### config.mk
export PLATFORM = sky130hd
export DESIGN_NAME = utf8_codepoint_decoder
export DESIGN_NICKNAME = d
export VERILOG_FILES = /design/src/hw/rtl/ucd_pkg.sv /design/src/hw/rtl/ucd_queue.sv /design/src/hw/rtl/ucd_front.sv /design/src/hw/rtl/ucd_back.sv /design/src/hw/rtl/utf8_codepoint_decoder.sv
export SDC_FILE = /design/constraint.sdc
export NUM_CORES = 1
export LEC_CHECK = 0
export ABC_AREA = 1
export BUFFER_PORTS_ARGS = -buffer_cell sky130_fd_sc_hd__buf_2
export CORE_MARGIN = 2
export CORE_UTILIZATION = 59
export DETAILED_ROUTE_END_ITERATION = 12
export PLACE_DENSITY_LB_ADDON = 0.3
export SYNTH_ARGS = -nofsm -noshare
export SYNTH_HDL_FRONTEND = slang
export SYNTH_HIERARCHICAL = 1
export SYNTH_SLANG_ARGS = --single-unit
### constraint.sdc
create_clock -name i_clk -period 3.7 [get_ports i_clk]
set_clock_uncertainty 0.05 [all_clocks]
set_input_delay 0.37 -clock i_clk [delete_from_list [all_inputs] [get_ports i_clk]]
set_output_delay 0.37 -clock i_clk [all_outputs]
set_load 0.005 [all_outputs]
### src/hw/rtl/ucd_pkg.sv
// Package for the UTF-8 code point decoder.
// Holds the byte class codes and the classified item type.
// No dependencies.
`timescale 1ns / 1ps

package ucd_pkg;

    // Width of a decoded code point.
    localparam int unsigned CP_W = 21;
    // Widest payload a single byte can carry (an ASCII byte has seven bits).
    localparam int unsigned PAYLOAD_W = 7;

    // Byte classes found by the front end.
    typedef logic [2:0] t_kind;
    localparam t_kind KIND_ASCII   = 3'd0;
    localparam t_kind KIND_CONT    = 3'd1;
    localparam t_kind KIND_LEAD2   = 3'd2;
    localparam t_kind KIND_LEAD3   = 3'd3;
    localparam t_kind KIND_LEAD4   = 3'd4;
    localparam t_kind KIND_INVALID = 3'd5;

    // One classified byte, as it travels from the front end to the back end.
    typedef struct packed {
        t_kind                  kind;
        logic [PAYLOAD_W-1:0]   payload;
        logic                   last;
    } t_ucd_item;

endpackage

### src/hw/rtl/ucd_queue.sv
// Small first-in first-out queue with full and empty flags.
// Generic storage; depends on nothing.
`timescale 1ns / 1ps

module ucd_queue #(
    parameter int unsigned WIDTH      = 8,
    parameter int unsigned DEPTH_LOG2 = 1
) (
    input  logic             i_clk,
    input  logic             i_rst_n,
    input  logic             i_push,
    input  logic [WIDTH-1:0] i_data,
    input  logic             i_pop,
    output logic             o_full,
    output logic             o_empty,
    output logic [WIDTH-1:0] o_data
);

    localparam int unsigned DEPTH = 1 << DEPTH_LOG2;

    logic [WIDTH-1:0]    r_mem [DEPTH];
    logic [DEPTH_LOG2-1:0] r_wr_ptr;
    logic [DEPTH_LOG2-1:0] r_rd_ptr;
    logic [DEPTH_LOG2:0]   r_count;

    logic do_push;
    logic do_pop;

    // A transfer happens on each side only when the flags allow it.
    assign o_full  = (r_count == DEPTH_LOG2'(0) + (DEPTH_LOG2 + 1)'(DEPTH));
    assign o_empty = (r_count == '0);
    assign do_push = i_push && !o_full;
    assign do_pop  = i_pop && !o_empty;
    assign o_data  = r_mem[r_rd_ptr];

    // Storage array; payload needs no reset.
    always_ff @(posedge i_clk) begin
        if (do_push) begin
            r_mem[r_wr_ptr] <= i_data;
        end
    end

    // Pointers and fill count.
    always_ff @(posedge i_clk) begin
        if (!i_rst_n) begin
            r_wr_ptr <= '0;
            r_rd_ptr <= '0;
            r_count  <= '0;
        end else begin
            if (do_push) begin
                r_wr_ptr <= r_wr_ptr + 1'b1;
            end
            if (do_pop) begin
                r_rd_ptr <= r_rd_ptr + 1'b1;
            end
            if (do_push && !do_pop) begin
                r_count <= r_count + 1'b1;
            end else if (do_pop && !do_push) begin
                r_count <= r_count - 1'b1;
            end
        end
    end

endmodule

### src/hw/rtl/ucd_front.sv
// Front end of the UTF-8 decoder: sorts each incoming byte into a class.
// Depends on ucd_pkg.
`timescale 1ns / 1ps

module ucd_front (
    input  logic              i_byte_in,
    input  logic [7:0]        i_byte,
    input  logic              i_end_of_string,
    output ucd_pkg::t_ucd_item o_item
);

    // Decode the high bits of the byte and keep its payload bits.
    always_comb begin
        o_item.last    = i_end_of_string && i_byte_in;
        o_item.kind    = ucd_pkg::KIND_INVALID;
        o_item.payload = '0;
        if (!i_byte[7]) begin
            o_item.kind    = ucd_pkg::KIND_ASCII;
            o_item.payload = i_byte[6:0];
        end else if (i_byte[7:6] == 2'b10) begin
            o_item.kind    = ucd_pkg::KIND_CONT;
            o_item.payload = {1'b0, i_byte[5:0]};
        end else if (i_byte[7:5] == 3'b110) begin
            o_item.kind    = ucd_pkg::KIND_LEAD2;
            o_item.payload = {2'b00, i_byte[4:0]};
        end else if (i_byte[7:4] == 4'b1110) begin
            o_item.kind    = ucd_pkg::KIND_LEAD3;
            o_item.payload = {3'b000, i_byte[3:0]};
        end else if (i_byte[7:3] == 5'b11110) begin
            o_item.kind    = ucd_pkg::KIND_LEAD4;
            o_item.payload = {4'b0000, i_byte[2:0]};
        end
    end

endmodule

### src/hw/rtl/ucd_back.sv
// Back end of the UTF-8 decoder: sequence state and code point assembly.
// Depends on ucd_pkg.
`timescale 1ns / 1ps

module ucd_back (
    input  logic                         i_clk,
    input  logic                         i_rst_n,
    input  logic                         i_item_empty,
    input  ucd_pkg::t_ucd_item           i_item,
    output logic                         o_item_pop,
    input  logic                         i_out_full,
    output logic                         o_out_push,
    output logic [ucd_pkg::CP_W-1:0]     o_code_point
);

    logic [1:0]               r_pending;
    logic [1:0]               n_pending;
    logic [ucd_pkg::CP_W-1:0] r_acc;
    logic [ucd_pkg::CP_W-1:0] n_acc;
    logic [ucd_pkg::CP_W-1:0] emit_val;
    logic                     emit;
    logic                     advance;
    logic [1:0]               pend_dec;
    logic [ucd_pkg::CP_W-1:0] acc_shift;

    // One item is taken whenever one waits and the result queue has room.
    assign advance    = !i_item_empty && !i_out_full;
    assign o_item_pop = advance;
    assign o_out_push = advance && emit;
    assign o_code_point = emit_val;

    assign pend_dec  = r_pending - 2'd1;
    assign acc_shift = {r_acc[ucd_pkg::CP_W-7:0], i_item.payload[5:0]};

    // Next sequence state and the value that this item may emit.
    always_comb begin
        n_pending = '0;
        n_acc     = '0;
        emit_val  = '0;
        if ((r_pending != 2'd0) && (i_item.kind == ucd_pkg::KIND_CONT)) begin
            // Continuation inside a sequence shifts in six bits.
            if ((pend_dec == 2'd0) || i_item.last) begin
                emit_val = acc_shift;
            end else begin
                n_pending = pend_dec;
                n_acc     = acc_shift;
            end
        end else begin
            // Outside a sequence, or a broken one: decode as a lead byte.
            case (i_item.kind)
                ucd_pkg::KIND_ASCII: begin
                    emit_val = ucd_pkg::CP_W'(i_item.payload);
                end
                ucd_pkg::KIND_LEAD2: begin
                    n_pending = 2'd1;
                    n_acc     = ucd_pkg::CP_W'(i_item.payload);
                end
                ucd_pkg::KIND_LEAD3: begin
                    n_pending = 2'd2;
                    n_acc     = ucd_pkg::CP_W'(i_item.payload);
                end
                ucd_pkg::KIND_LEAD4: begin
                    n_pending = 2'd3;
                    n_acc     = ucd_pkg::CP_W'(i_item.payload);
                end
                default: begin
                    n_pending = '0;
                    n_acc     = '0;
                end
            endcase
            // A string that ends on a lead byte emits its partial value.
            if (i_item.last && (n_pending != 2'd0)) begin
                emit_val  = n_acc;
                n_pending = '0;
                n_acc     = '0;
            end
        end
    end

    // A zero value is never emitted.
    assign emit = (emit_val != '0);

    // Sequence state registers.
    always_ff @(posedge i_clk) begin
        if (!i_rst_n) begin
            r_pending <= '0;
            r_acc     <= '0;
        end else if (advance) begin
            r_pending <= n_pending;
            r_acc     <= n_acc;
        end
    end

endmodule

### src/hw/rtl/utf8_codepoint_decoder.sv
// Top level of the UTF-8 code point decoder.
// Depends on ucd_pkg, ucd_front, ucd_queue and ucd_back.
`timescale 1ns / 1ps

// Takes one byte of a UTF-8 string per transfer, with a flag on the string's
// last byte, and delivers decoded code points through a result queue. The
// block takes one byte every clock cycle while the input queue has room; the
// sequence state in the back end is updated once per byte, which sets that
// rate, and the back end stalls while the result queue is full. The byte that
// completes a result is registered in the input queue, the result in the result queue.
// Invalid lead bytes are skipped, a broken sequence is dropped and its byte is
// decoded again as a lead byte, a truncated sequence at string end yields its
// partial value, and a zero value never appears. Both internal queues hold
// 2**QUEUE_DEPTH_LOG2 entries, so either side may stall without stopping the
// other until a queue fills.
module utf8_codepoint_decoder #(
    parameter int unsigned QUEUE_DEPTH_LOG2 = 1
) (
    input  logic                     i_clk,
    input  logic                     i_rst_n,
    input  logic                     push,
    output logic                     full,
    input  logic [7:0]               i_byte_in,
    input  logic                     i_end_of_string,
    output logic                     empty,
    input  logic                     pop,
    output logic [ucd_pkg::CP_W-1:0] o_code_point
);

    localparam int unsigned ITEM_W = $bits(ucd_pkg::t_ucd_item);

    ucd_pkg::t_ucd_item front_item;
    ucd_pkg::t_ucd_item back_item;
    logic [ITEM_W-1:0]  back_item_bits;
    logic               mid_empty;
    logic               mid_pop;
    logic               out_full;
    logic               out_push;
    logic [ucd_pkg::CP_W-1:0] back_cp;

    // Classify the incoming byte.
    ucd_front u_front (
        .i_byte_in       (1'b1),
        .i_byte          (i_byte_in),
        .i_end_of_string (i_end_of_string),
        .o_item          (front_item)
    );

    // Queue between front and back end.
    ucd_queue #(
        .WIDTH      (ITEM_W),
        .DEPTH_LOG2 (QUEUE_DEPTH_LOG2)
    ) u_mid_queue (
        .i_clk   (i_clk),
        .i_rst_n (i_rst_n),
        .i_push  (push),
        .i_data  (front_item),
        .i_pop   (mid_pop),
        .o_full  (full),
        .o_empty (mid_empty),
        .o_data  (back_item_bits)
    );

    assign back_item = ucd_pkg::t_ucd_item'(back_item_bits);

    // Sequence state and code point assembly.
    ucd_back u_back (
        .i_clk        (i_clk),
        .i_rst_n      (i_rst_n),
        .i_item_empty (mid_empty),
        .i_item       (back_item),
        .o_item_pop   (mid_pop),
        .i_out_full   (out_full),
        .o_out_push   (out_push),
        .o_code_point (back_cp)
    );

    // Result queue toward the consumer.
    ucd_queue #(
        .WIDTH      (ucd_pkg::CP_W),
        .DEPTH_LOG2 (QUEUE_DEPTH_LOG2)
    ) u_out_queue (
        .i_clk   (i_clk),
        .i_rst_n (i_rst_n),
        .i_push  (out_push),
        .i_data  (back_cp),
        .i_pop   (pop),
        .o_full  (out_full),
        .o_empty (empty),
        .o_data  (o_code_point)
    );

endmodule

After elaboration in Yosys (flattened, before gate mapping)
Memory sizes are Yosys's and may differ from the RTL's. A register that Yosys moved wholly into a read port is not among the register bits.
Cells that the tools add are included.
- ROM bits: 0
- flip-flop bits (word level): 25
- output and inout bits: 23
- memories: 2
- bits in writable memories: 64
- latch bits: 0
- bitwise gates (word level): 0
- shift operators: 0
- reductions and logical operators: 31
- divide/modulo/power cells: 0
- add/sub/neg operators: 9
- mux-type cells: 30
- multipliers: 0
- equality and inequality tests: 10
- magnitude comparators: 0
- memory list (name ; depth ; bits a word ; read ports ; clocked after memory_dff ; write ports ; RTL line ; RTL):
    u_out_queue.r_mem ; 2 ; 21 ; 1 ; 1 ; 1 ; ucd_queue.sv:21 ; logic [WIDTH-1:0] r_mem [DEPTH];
    u_mid_queue.r_mem ; 2 ; 11 ; 1 ; 1 ; 1 ; ucd_queue.sv:21 ;
- operators with widths (operator ; number):
    2-to-1 mux 21 bit ; 2
    2-to-1 mux 10 bit ; 4
    2-to-1 mux 15 bit ; 2
    2-to-1 mux 7 bit ; 4
    nonzero test 21 bit ; 1
    2-to-1 mux 2 bit ; 8
    logical AND 1 bit ; 12
    logical NOT 1 bit ; 8
    2-to-1 mux 1 bit ; 8
    2-to-1 mux 8 bit ; 1
    nonzero test 2 bit ; 4
    equality test 2 bit, second input constant ; 3
    equality test 3 x 2 -> 1 bit, second input constant ; 2
    equality test 3 bit, second input constant ; 2
    logical NOT 2 bit ; 3
    one-hot mux 2 bit (3 select lines) ; 1
    subtractor 2 x 1 -> 2 bit, second input constant ; 3
    equality test 5 bit, second input constant ; 1
    adder 1 bit, second input constant ; 4
    adder 2 x 1 -> 2 bit, second input constant ; 2
    equality test 4 bit, second input constant ; 1
    equality test 3 x 1 -> 1 bit, second input constant ; 1
    logical NOT 3 bit ; 1
    OR reduction 3 bit ; 1
    logical OR 1 bit ; 1

Longest topological paths before layout
Gate-level depths: netlist (run 1).
- depth in word-level cells: 14
- depth in mapped cells: 23
- mapped depth without buffers: 22

By module
Netlist (run 1), hierarchy kept.
- by module, submodules not included (module ; cells an instance ; times used ; area each (sq um) ; seq. area each (sq um)):
    ucd_queue (u_out_queue) ; 103 ; 1 ; 1764.2 ; 1361.3
    ucd_back ; 196 ; 1 ; 1181.1 ; 340.3
    ucd_queue (u_mid_queue) ; 72 ; 1 ; 1039.7 ; 760.7
    ucd_front ; 24 ; 1 ; 108.9 ; 0.0
    utf8_codepoint_decoder ; 1 ; 1 ; 3.8 ; 0.0

Least setup slack after synthesis (run 1)
No wires, ideal clock.
- path type: reg-to-reg
- start: register with a tool-made name
- end: memory u_out_queue/r_mem[1][0] in the netlist's numbering (enable)
- path slack: 625 ps
- buffers on the path: 2
- library setup time: 399 ps
- cell stages (with the launch flop): 17
- arrival time: 2627 ps
- data required time: 3251 ps
- cell sequence: dfxtp_1 -> buf_4 -> mux2_2 -> inv_2 -> nand2_1 -> nor2_1 -> buf_6 -> nand3_1 -> nand2_1 -> nor2_1 -> nand2_1 -> nor2_1 -> nand3_1 -> nand2_1 -> inv_1 -> o21ai_2 -> nor2_1
- RTL lines (element ; RTL line):
    end, declared ; ucd_queue.sv:21

==> summary.txt, run 1 <==
Die boundary height: 87.3 µm
Met2 Wirelength: 3.63 mm
Io pins: 36
Worst endpoint data arrival time: 3150 ps
Overall overflow remaining after global route: 0
Number of antenna violations at the first check in global routing: 0
Share of synthesized flip-flops with an asynchronous set or reset: 0%
Setup slack of the critical path after layout: 534 ps
Kind of end point of the critical path: flip-flop
Share of total power in combinational logic: 35.8%
Post-route total power: 3370 µW
Placement row count: 30
Largest net degree at the start of global routing: 30
Critical path startpoint category: flip-flop
Remaining antenna violation count: 0
Peak per-stage delay on the critical path: 600 ps
Top fanout value on the critical path: 21
Post-CTS clock slew at the launch and capture registers of the worst setup and hold paths: 90 ps
Overall routed net length: 7.09 mm
Final Critical Period: 3170 ps
Number of H-tree branching levels: 3
Clock Power Share: 17.5%
Summed instance area of the synthesized netlist: 0.00410 mm²
Ant. Diodes: 0
Width of the chip: 87.3 µm
Crit Path Class: flip-flop to flip-flop
WL met3: 328 µm
Routability cong.: 0.853
Buffer cell driving the clock tree root: sky130_fd_sc_hd__clkbuf_8
Layout cells sized above 1: 23.6%
Post-synthesis cell count: 396
Post-synthesis cell type count: 31
Synthesis-to-finish area growth: 9.95%
Sequential share of power: 46.7%
DRC violations left: 0
Worst-case setup slack after placement: 574 ps
Average instance area after synthesis: 10.3 µm²
Outcome: completed
Final HPWL from detailed placement: 4.92 mm
Number of buffer cells added on primary ports: 35
Number of gates resized after cts: 0
Leakage: 0.00195 µW
Highest-count cells in the layout ignoring fill and taps: 67 x sky130_fd_sc_hd__inv_1, 64 x sky130_fd_sc_hd__edfxtp_1, 61 x sky130_fd_sc_hd__nand2_1, 47 x sky130_fd_sc_hd__nor2_1, 35 x sky130_fd_sc_hd__buf_2
Count of endpoints failing hold in the final timing report: 0
Total net switching power: 1210 µW
Flops & latches, synth: 91
Final sum of negative setup slack: 0 ps
Core footprint: 0.00676 mm²
Fraction of the yosys area taken by sequential cells: 60.1%
Number of enable flip-flop cells after synthesis: 64
Final period util: 85.6%
Skew-Pair Late Insertion Delay: 350 ps
Starting utilization of the core area: 60.6%
Total nets after synthesis: 413
Slowest stage cell, crit path: sky130_fd_sc_hd__dfxtp_1
Number of global-route vias before repair: 2593
CTS tree: done
Wire length of the first global-routing pass: 11.4 mm
Overall routing resource usage: 19.7%
Worst min-delay path class: primary input to flip-flop
Area of all placed cells without fillers: 0.00451 mm²
Switching part of the total power: 36.0%
Top Metal Used: met4
Total CTS buffers: 9
WL per Instance: 13.6 µm
Drt via density: 5.27
P_int: 2160 µW
Final net count: 453
Leading cell type in the layout, fill and taps excluded: sky130_fd_sc_hd__inv_1
Hold buffers post-CTS: 0
Number of slew-limit violations in the final report: 0
Count of buffers added by post-CTS timing repair for setup: 0
Data required time at the worst endpoint: 3680 ps
Most frequently used flop master after synthesis: sky130_fd_sc_hd__edfxtp_1
Power density over cell area: 748 mW/mm²
Setup-violating endpoint count in the final report: 0
Worst voltage drop across the vdd grid: 0.343 mV
Routed via count: 2748
Worst slew margin: 37.3%
Iteration-0 DRC Markers: 148
Unrepaired setup endpoints after global routing: false
Number of detailed-route iterations in the first pass: 4
Count of yosys warnings during synthesis: 6
Total of fill cells in the finished design: 541
Area after DPL: 0.00433 mm²
Tightest Pin Transition: 939 ps
Die ar.: 0.00763 mm²
Detailed-routing wirelength on met1: 2.94 mm
Max Fclk: 316 MHz
Clk buf depth: 2
Max-capacitance violation count: 0
List of cells traversed by the critical path: mux2_2 -> inv_2 -> nand2_1 -> nor2_1 -> nand2_1 -> nand2_1 -> nor2_1 -> nand2_1 -> nor2_1 -> nand3_1 -> nand2_1 -> inv_1 -> o21ai_2 -> nor2_1 -> buf_4
Worst path most repeated cell: sky130_fd_sc_hd__nand2_1
TritonCTS sink count: 91
-- Yosys cell counts, types with 2 or more instances --
cell type | count | area share, %
sky130_fd_sc_hd__o21ai_2 | 2 | 0.43
sky130_fd_sc_hd__nor2_1 | 47 | 4.3
sky130_fd_sc_hd__o21ai_0 | 19 | 2.3
sky130_fd_sc_hd__mux2_2 | 32 | 8.8
sky130_fd_sc_hd__nand4_1 | 2 | 0.31
sky130_fd_sc_hd__nand3_1 | 10 | 1.2
sky130_fd_sc_hd__a21oi_1 | 20 | 2.4
sky130_fd_sc_hd__nor2_2 | 3 | 0.46
sky130_fd_sc_hd__buf_6 | 3 | 0.82
sky130_fd_sc_hd__clkbuf_1 | 3 | 0.27
sky130_fd_sc_hd__inv_2 | 4 | 0.37
sky130_fd_sc_hd__edfxtp_1 | 64 | 47
sky130_fd_sc_hd__nor2_4 | 3 | 0.82
sky130_fd_sc_hd__nand2_2 | 5 | 0.76
sky130_fd_sc_hd__nor3_1 | 3 | 0.37
sky130_fd_sc_hd__inv_1 | 67 | 6.1
sky130_fd_sc_hd__a211oi_1 | 2 | 0.37
sky130_fd_sc_hd__buf_4 | 2 | 0.37
sky130_fd_sc_hd__o211ai_1 | 4 | 0.73
sky130_fd_sc_hd__dfxtp_1 | 27 | 13
sky130_fd_sc_hd__ha_1 | 4 | 1.2
sky130_fd_sc_hd__nand2_1 | 61 | 5.6
-- registers in the layout (all words and copies together), names as in the netlist, named ones only --
register / flops
u_out_queue/r_mem: 42
u_mid_queue/r_mem: 22
u_back/r_acc: 15
u_back/r_pending: 2
u_mid_queue/r_count: 2
u_out_queue/r_count: 2
u_mid_queue/r_rd_ptr: 1
u_mid_queue/r_wr_ptr: 1
u_out_queue/r_rd_ptr: 1
u_out_queue/r_wr_ptr: 1
-- power groups by stage --
stage	clock, µW	sequential, µW	combinational, µW
after floorplan	0	1540	921
after global placement	0	1590	1160
after detailed placement	0	1600	1200
after CTS	608	1580	1210
after global routing	648	1610	1360
final	590	1570	1200
-- kinds of logic (layout without fill, tap and decap cells) --
family / Yosys count / count (layout) / synth area share [%]
buffers and inverters: 81 / 126 / 8.24
AND/OR/NAND/NOR: 136 / 136 / 14.4
multiplexers: 32 / 32 / 8.79
other: 1 / 1 / 0.0915
adder cells (fa/ha/maj): 4 / 4 / 1.22
flip-flops: 91 / 91 / 60.1
AO/OA/AOI/OAI: 51 / 51 / 7.15
-- through the flow --
step | cells | hold slack, ps | utilization [%]
after floorplan | 396 | 387 | -
final | 521 | 248 | 66.7
after CTS | 521 | 230 | 66.7
after global placement | 505 | 407 | 64.1
after global routing | 521 | 247 | 66.7
after detailed placement | 505 | 412 | 64.1
-- critical path, delay by kind of cell, from the launching register on --
kind | cells | cell delay (ps)
mux | 1 | 450
compound gates | 1 | 60
simple gates | 10 | 1210
buf+inv | 3 | 450
flops | 1 | 600
-- cell type report --
cell class	count	area, µm²	share of cell area [%]
clock buffer	9	124	2.75
clock inverter	7	51.3	1.14
inverter	72	273	6.05
multi-input combinational	224	1300	28.8
sequential	91	2460	54.7
tap	80	100	2.22
timing repair buffer	38	198	4.39
-- layer usage --
metal  vias up  track usage (%)
li1       1387                -
met1      1264             22.7
met2        83             34.7
met3        14             3.03
met4         0             11.0
met5         -                0
-- worst paths after layout --
check                           depth (start not counted)  slack (ps)                       to             from
worst max-delay path                                   15         530  u_out_queue/r_mem[1][8]        flip-flop
worst min-delay path                                    3         250  u_mid_queue/r_mem[1][0]  i_end_of_string
worst max register to register                         15         530  u_out_queue/r_mem[1][8]        flip-flop
worst min register to register                          2         420         u_back/r_acc[10]  u_back/r_acc[4]
(Power assumes the default switching activity.)
==> run 2, diff against run 1 <==
--- a/config.mk
+++ b/config.mk
@@ -6,7 +6,8 @@
 export NUM_CORES = 1
 export LEC_CHECK = 0
 export ABC_AREA = 1
-export BUFFER_PORTS_ARGS = -buffer_cell sky130_fd_sc_hd__buf_2
+export BUFFER_PORTS_ARGS = -buffer_cell sky130_fd_sc_hd__buf_4
+export CORE_ASPECT_RATIO = 0.9
 export CORE_MARGIN = 2
 export CORE_UTILIZATION = 59
 export DETAILED_ROUTE_END_ITERATION = 12
==> summary.txt, run 2 (synthesized netlist as in run 1, its figures left out) <==
Outcome: completed (unchanged)
Top fanout value on the critical path: 11 (was 21)
Core footprint: 0.00666 mm² (was 0.00676 mm²)
Number of flip-flops under the largest register name: 42 (unchanged)
Leakage: 0.00199 µW (was 0.00195 µW)
Final Critical Period: 3280 ps (was 3170 ps)
Count of buffers added by post-CTS timing repair for setup: 0 (unchanged)
Hold Path Depth: 3 (unchanged)
Area of all placed cells without fillers: 0.00462 mm² (was 0.00451 mm²)
End of the worst register-to-register path: u_out_queue/r_count[1] (was u_out_queue/r_mem[1][8])
Worst min-delay path endpoint: u_mid_queue/r_mem[0][0] (was u_mid_queue/r_mem[1][0])
TritonCTS sink count: 91 (unchanged)
Largest registers: u_out_queue/r_mem: 42 flops, u_mid_queue/r_mem: 22 flops, u_back/r_acc: 15 flops (unchanged)
Final sum of negative setup slack: 0 ps (unchanged)
Highest-count cells in the layout ignoring fill and taps: 67 x sky130_fd_sc_hd__inv_1, 64 x sky130_fd_sc_hd__edfxtp_1, 61 x sky130_fd_sc_hd__nand2_1, 47 x sky130_fd_sc_hd__nor2_1, 38 x sky130_fd_sc_hd__buf_4 (was 67 x sky130_fd_sc_hd__inv_1, 64 x sky130_fd_sc_hd__edfxtp_1, 61 x sky130_fd_sc_hd__nand2_1, 47 x sky130_fd_sc_hd__nor2_1, 35 x sky130_fd_sc_hd__buf_2)
Setup slack on the worst flop-to-flop path: 420 ps (was 530 ps)
Total of fill cells in the finished design: 489 (was 541)
Skew-Pair Late Insertion Delay: 350 ps (about the same)
Worst voltage drop across the vdd grid: 0.386 mV (was 0.343 mV)
Ant. Diodes: 0 (unchanged)
Area after DPL: 0.00443 mm² (was 0.00433 mm²)
Total CTS buffers: 9 (unchanged)
Routed via count: 2712 (was 2748)
Worst endpoint data arrival time: 3520 ps (was 3150 ps)
Total net switching power: 1200 µW (was 1210 µW)
Layout cells sized above 1: 23.6% (unchanged)
Share of total power in combinational logic: 36.8% (was 35.8%)
CTS tree: done (unchanged)
Largest net degree at the start of global routing: 30 (unchanged)
Number of antenna violations at the first check in global routing: 0 (unchanged)
Worst slew margin: 38.5% (was 37.3%)
Critical path startpoint category: flip-flop (unchanged)
Number of cells on the worst reg-to-reg path: 20 (was 15)
Data required time at the worst endpoint: 3940 ps (was 3680 ps)
Kind of end point of the critical path: flip-flop (unchanged)
Overall routing resource usage: 19.4% (was 19.7%)
P_int: 2260 µW (was 2160 µW)
Final HPWL from detailed placement: 4.85 mm (was 4.92 mm)
Tightest Pin Transition: 921 ps (was 939 ps)
Routability cong.: 0.910 (was 0.853)
Clock Power Share: 17.8% (was 17.5%)
Worst-case setup slack after placement: 432 ps (was 574 ps)
Setup slack of the critical path after layout: 420 ps (was 534 ps)
Clk buf depth: 2 (unchanged)
Iteration-0 DRC Markers: 149 (was 148)
Number of gates resized after cts: 0 (unchanged)
Leading cell type in the layout, fill and taps excluded: sky130_fd_sc_hd__inv_1 (unchanged)
Io pins: 36 (unchanged)
Final net count: 453 (unchanged)
Number of global-route vias before repair: 2602 (was 2593)
DRC violations left: 0 (unchanged)
Remaining antenna violation count: 0 (unchanged)
Min-delay src: i_end_of_string (unchanged)
Number of slew-limit violations in the final report: 0 (unchanged)
Overall routed net length: 6.77 mm (was 7.09 mm)
Number of buffer cells added on primary ports: 35 (unchanged)
Worst min-delay path class: primary input to flip-flop (unchanged)
Starting utilization of the core area: 61.6% (was 60.6%)
Setup-violating endpoint count in the final report: 0 (unchanged)
Crit Path Class: flip-flop to flip-flop (unchanged)
Number of detailed-route iterations in the first pass: 5 (was 4)
Switching part of the total power: 34.7% (was 36.0%)
Post-CTS clock slew at the launch and capture registers of the worst setup and hold paths: 80 ps (was 90 ps)
Drt via density: 5.11 (was 5.27)
Number of H-tree branching levels: 3 (unchanged)
Placement row count: 28 (was 30)
Synthesis-to-finish area growth: 12.7% (was 9.95%)
Die ar.: 0.00763 mm² (about the same)
Sequential share of power: 45.4% (was 46.7%)
Buffer cell driving the clock tree root: sky130_fd_sc_hd__clkbuf_8 (unchanged)
Unrepaired setup endpoints after global routing: false (unchanged)
Overall overflow remaining after global route: 0 (unchanged)
Largest reg by FF count: u_out_queue/r_mem (unchanged)
Die boundary height: 83.1 µm (was 87.3 µm)
Hold buffers post-CTS: 0 (unchanged)
Wire length of the first global-routing pass: 11.7 mm (was 11.4 mm)
Width of the chip: 91.8 µm (was 87.3 µm)
Count of endpoints failing hold in the final timing report: 0 (unchanged)
WL per Instance: 12.7 µm (was 13.6 µm)
Final period util: 88.6% (was 85.6%)
Max Fclk: 305 MHz (was 316 MHz)
Power density over cell area: 751 mW/mm² (was 748 mW/mm²)
Max-capacitance violation count: 0 (unchanged)
[run 2: worst max path at each step]
stage	to	start	slack, ps
2_1_floorplan	u_out_queue/r_mem[1][0]	flip-flop	620
3_3_place_gp	u_out_queue/r_mem[1][2]	flip-flop	650
3_5_place_dp	u_out_queue/r_count[1]	flip-flop	430
4_1_cts	u_out_queue/r_count[1]	flip-flop	430
5_1_grt	u_out_queue/r_count[1]	flip-flop	100
6_report	u_out_queue/r_count[1]	flip-flop	420
[run 2: per-layer routing]
| layer | up-vias | global-route usage (%) | share of wire, % |
|---|---|---|---|
| li1 | 1387 | - | - |
| met1 | 1252 | 24.3 | 45 |
| met2 | 60 | 32.8 | 50 |
| met3 | 13 | 4.81 | 3.9 |
| met4 | 0 | 6.92 | 1.4 |
| met5 | - | 0 | 0 |
[run 2: final cells by class]
cell class	count	area (µm²)	area share, %
multi-input cells	224	1300	28.1
repair buffers	38	285	6.18
well taps	90	113	2.44
flip-flops and latches	91	2460	53.3
inverters	72	273	5.91
clock inverters	5	33.8	0.732
clock buffers	11	153	3.31
[run 2: stage by stage]
| step | hold slack, ps | utilization [%] | cells | total power, µW |
|---|---|---|---|---|
| floorplan | 387 | - | 396 | 2460 |
| global placement | 407 | 66.6 | 515 | 2820 |
| detailed placement | 412 | 66.6 | 515 | 2870 |
| CTS | 238 | 69.4 | 531 | 3490 |
| finish | 254 | 69.4 | 531 | 3470 |
| global route | 259 | 69.4 | 531 | 3730 |
[run 2: worst max-delay path: stages, from the launching register on]
cell and delay [ps]:
sky130_fd_sc_hd__dfxtp_1 620, sky130_fd_sc_hd__mux2_2 430, sky130_fd_sc_hd__inv_1 80, sky130_fd_sc_hd__nand2_1 50, sky130_fd_sc_hd__nor2_1 530, sky130_fd_sc_hd__nand3_1 250, sky130_fd_sc_hd__nand2_1 110, sky130_fd_sc_hd__nor2_1 40
sky130_fd_sc_hd__nand2_1 60, sky130_fd_sc_hd__nor2_1 50, sky130_fd_sc_hd__nand3_1 70, sky130_fd_sc_hd__nand2_1 60, sky130_fd_sc_hd__inv_1 70, sky130_fd_sc_hd__o21ai_2 70, sky130_fd_sc_hd__inv_1 80, sky130_fd_sc_hd__ha_1 260
sky130_fd_sc_hd__inv_1 90, sky130_fd_sc_hd__nand3_1 80, sky130_fd_sc_hd__nand2_1 60, sky130_fd_sc_hd__inv_1 40, sky130_fd_sc_hd__nor2_1 90
[run 2: power by group through the flow]
stage	combinational, µW	sequential (µW)	clock, µW
final	1270	1580	618
after global placement	1240	1590	0
after global routing	1440	1610	677
after floorplan	921	1540	0
after detailed placement	1270	1600	0
after CTS	1280	1580	633
==> run 3, diff against run 2 <==
--- a/config.mk
+++ b/config.mk
@@ -9,9 +9,9 @@
 export BUFFER_PORTS_ARGS = -buffer_cell sky130_fd_sc_hd__buf_4
 export CORE_ASPECT_RATIO = 0.9
 export CORE_MARGIN = 2
-export CORE_UTILIZATION = 59
+export CORE_UTILIZATION = 35
 export DETAILED_ROUTE_END_ITERATION = 12
-export PLACE_DENSITY_LB_ADDON = 0.3
+export PLACE_DENSITY = 0.62
 export SYNTH_ARGS = -nofsm -noshare
 export SYNTH_HDL_FRONTEND = slang
 export SYNTH_HIERARCHICAL = 1
==> summary.txt, run 3 (synthesized netlist as in run 1, its figures left out) <==
Outcome: completed (unchanged)
Total of fill cells in the finished design: 1096 (was 489)
Die boundary height: 107 µm (was 83.1 µm)
Area after DPL: 0.00452 mm² (was 0.00443 mm²)
Largest reg by FF count: u_out_queue/r_mem (unchanged)
Total CTS buffers: 9 (unchanged)
Count of buffers added by post-CTS timing repair for setup: 0 (unchanged)
Count of endpoints failing hold in the final timing report: 0 (unchanged)
Leakage: 0.00202 µW (was 0.00199 µW)
Drt via density: 4.46 (was 5.11)
Total net switching power: 1270 µW (was 1200 µW)
Overall overflow remaining after global route: 0 (unchanged)
Data required time at the worst endpoint: 3670 ps (was 3940 ps)
Top fanout value on the critical path: 21 (was 11)
Final HPWL from detailed placement: 5.24 mm (was 4.85 mm)
Worst min-delay path class: primary input to flip-flop (unchanged)
Tightest Pin Transition: 1020 ps (was 921 ps)
Wire length of the first global-routing pass: 12.7 mm (was 11.7 mm)
Area of all placed cells without fillers: 0.00480 mm² (was 0.00462 mm²)
Leading cell type in the layout, fill and taps excluded: sky130_fd_sc_hd__inv_1 (unchanged)
WL per Instance: 12.6 µm (was 12.7 µm)
Hold buffers post-CTS: 0 (unchanged)
Number of antenna violations at the first check in global routing: 0 (unchanged)
Clk buf depth: 2 (unchanged)
Setup-violating endpoint count in the final report: 0 (unchanged)
Kind of end point of the critical path: flip-flop (unchanged)
Post-route total power: 3720 µW (was 3470 µW)
Worst slew margin: 31.7% (was 38.5%)
Routability cong.: 0.781 (was 0.910)
Io pins: 36 (unchanged)
Unrepaired setup endpoints after global routing: false (unchanged)
Switching part of the total power: 34.2% (was 34.7%)
CTS tree: done (unchanged)
Number of H-tree branching levels: 3 (unchanged)
Number of detailed-route iterations in the first pass: 4 (was 5)
Sequential share of power: 42.2% (was 45.4%)
Post-CTS clock slew at the launch and capture registers of the worst setup and hold paths: 60 ps (was 80 ps)
Skew-Pair Late Insertion Delay: 350 ps (about the same)
Width of the chip: 118 µm (was 91.8 µm)
Number of gates resized after cts: 0 (unchanged)
Placement row count: 37 (was 28)
Worst voltage drop across the vdd grid: 0.245 mV (was 0.386 mV)
Max Fclk: 334 MHz (was 305 MHz)
Number of slew-limit violations in the final report: 0 (unchanged)
Worst-case setup slack after placement: 719 ps (was 432 ps)
Ant. Diodes: 0 (unchanged)
Number of buffer cells added on primary ports: 35 (unchanged)
Synthesis-to-finish area growth: 17.1% (was 12.7%)
Number of flip-flops under the largest register name: 42 (unchanged)
Critical path startpoint category: flip-flop (unchanged)
Crit Path Class: flip-flop to flip-flop (unchanged)
Highest-count cells in the layout ignoring fill and taps: 67 x sky130_fd_sc_hd__inv_1, 64 x sky130_fd_sc_hd__edfxtp_1, 61 x sky130_fd_sc_hd__nand2_1, 47 x sky130_fd_sc_hd__nor2_1, 39 x sky130_fd_sc_hd__buf_4 (was 67 x sky130_fd_sc_hd__inv_1, 64 x sky130_fd_sc_hd__edfxtp_1, 61 x sky130_fd_sc_hd__nand2_1, 47 x sky130_fd_sc_hd__nor2_1, 38 x sky130_fd_sc_hd__buf_4)
Worst endpoint data arrival time: 2960 ps (was 3520 ps)
Clock Power Share: 22.9% (was 17.8%)
Final net count: 454 (was 453)
Max-capacitance violation count: 0 (unchanged)
Layout cells sized above 1: 23.8% (was 23.6%)
P_int: 2450 µW (was 2260 µW)
Share of total power in combinational logic: 34.9% (was 36.8%)
Final period util: 80.9% (was 88.6%)
Setup slack of the critical path after layout: 707 ps (was 420 ps)
Routed via count: 2669 (was 2712)
Die ar.: 0.0126 mm² (was 0.00763 mm²)
Final sum of negative setup slack: 0 ps (unchanged)
Number of global-route vias before repair: 2626 (was 2602)
Largest registers: u_out_queue/r_mem: 42 flops, u_mid_queue/r_mem: 22 flops, u_back/r_acc: 15 flops (unchanged)
DRC violations left: 0 (unchanged)
Remaining antenna violation count: 0 (unchanged)
Final Critical Period: 2990 ps (was 3280 ps)
Iteration-0 DRC Markers: 281 (was 149)
Overall routing resource usage: 12.9% (was 19.4%)
Buffer cell driving the clock tree root: sky130_fd_sc_hd__clkbuf_16 (was sky130_fd_sc_hd__clkbuf_8)
TritonCTS sink count: 91 (unchanged)
Minimum hold slack: 260 ps (was 254 ps)
Power density over cell area: 774 mW/mm² (was 751 mW/mm²)
Overall routed net length: 7.51 mm (was 6.77 mm)
Largest net degree at the start of global routing: 30 (unchanged)
Starting utilization of the core area: 35.8% (was 61.6%)
Core footprint: 0.0114 mm² (was 0.00666 mm²)
-- run 3: changes by cell type in the layout (fill, tap and decap cells not counted), sizes merged --
cell | previous run | this run
clkinvlp | 0 | 3
clkbuf | 11 | 10
buf | 38 | 39
clkinv | 3 | 1
-- run 3: final cells by class --
class | count | area (µm²) | area share, %
well taps | 156 | 195 | 4.07
clock buffers | 10 | 229 | 4.77
flip-flops and latches | 91 | 2460 | 51.3
repair buffers | 39 | 293 | 6.10
multi-input cells | 224 | 1300 | 27.0
clock inverters | 6 | 48.8 | 1.02
inverters | 72 | 273 | 5.68
-- run 3: power by group through the flow --
stage	sequential, µW	combinational (µW)	clock (µW)
after CTS	1570	1310	874
after global placement	1580	1290	0
after detailed placement	1590	1300	0
after floorplan	1540	921	0
after global routing	1600	1470	906
final	1570	1300	852
-- run 3: per-layer routing --
layer  global-route usage [%]  wire length [µm]
met5                        0                 0
met3                     3.67               333
met4                     5.94               127
met1                     16.7              3510
met2                     20.2              3530
-- run 3: critical path: stages (launching register included) --
cell and delay (ps):
sky130_fd_sc_hd__dfxtp_1 390, sky130_fd_sc_hd__mux2_2 400, sky130_fd_sc_hd__inv_2 80, sky130_fd_sc_hd__nand2_1 50, sky130_fd_sc_hd__nor2_1 530, sky130_fd_sc_hd__nand2_1 210
sky130_fd_sc_hd__nand2_1 130, sky130_fd_sc_hd__nor2_1 50, sky130_fd_sc_hd__nand2_1 50, sky130_fd_sc_hd__nor2_1 40, sky130_fd_sc_hd__nand3_1 80, sky130_fd_sc_hd__nand2_1 60
sky130_fd_sc_hd__inv_1 70, sky130_fd_sc_hd__o21ai_2 70, sky130_fd_sc_hd__nor2_1 100, sky130_fd_sc_hd__buf_4 290
-- run 3: final timing paths --
| path | start | to | slack [ps] | cells past startpoint |
|---|---|---|---|---|
| max reg2reg | flip-flop | u_out_queue/r_mem[0][20] | 710 | 15 |
| max | flip-flop | u_out_queue/r_mem[0][20] | 710 | 15 |
| min | i_end_of_string | u_mid_queue/r_mem[1][0] | 260 | 3 |
| min reg2reg | u_back/r_acc[4] | u_back/r_acc[10] | 420 | 2 |
-- run 3: through the flow --
| step | cells | utilization [%] |
|---|---|---|
| 6_report | 598 | 42.0 |
| 5_1_grt | 598 | 42.0 |
| 4_1_cts | 598 | 42.0 |
| 3_5_place_dp | 582 | 39.5 |
| 3_3_place_gp | 582 | 39.5 |
| 2_1_floorplan | 396 | - |
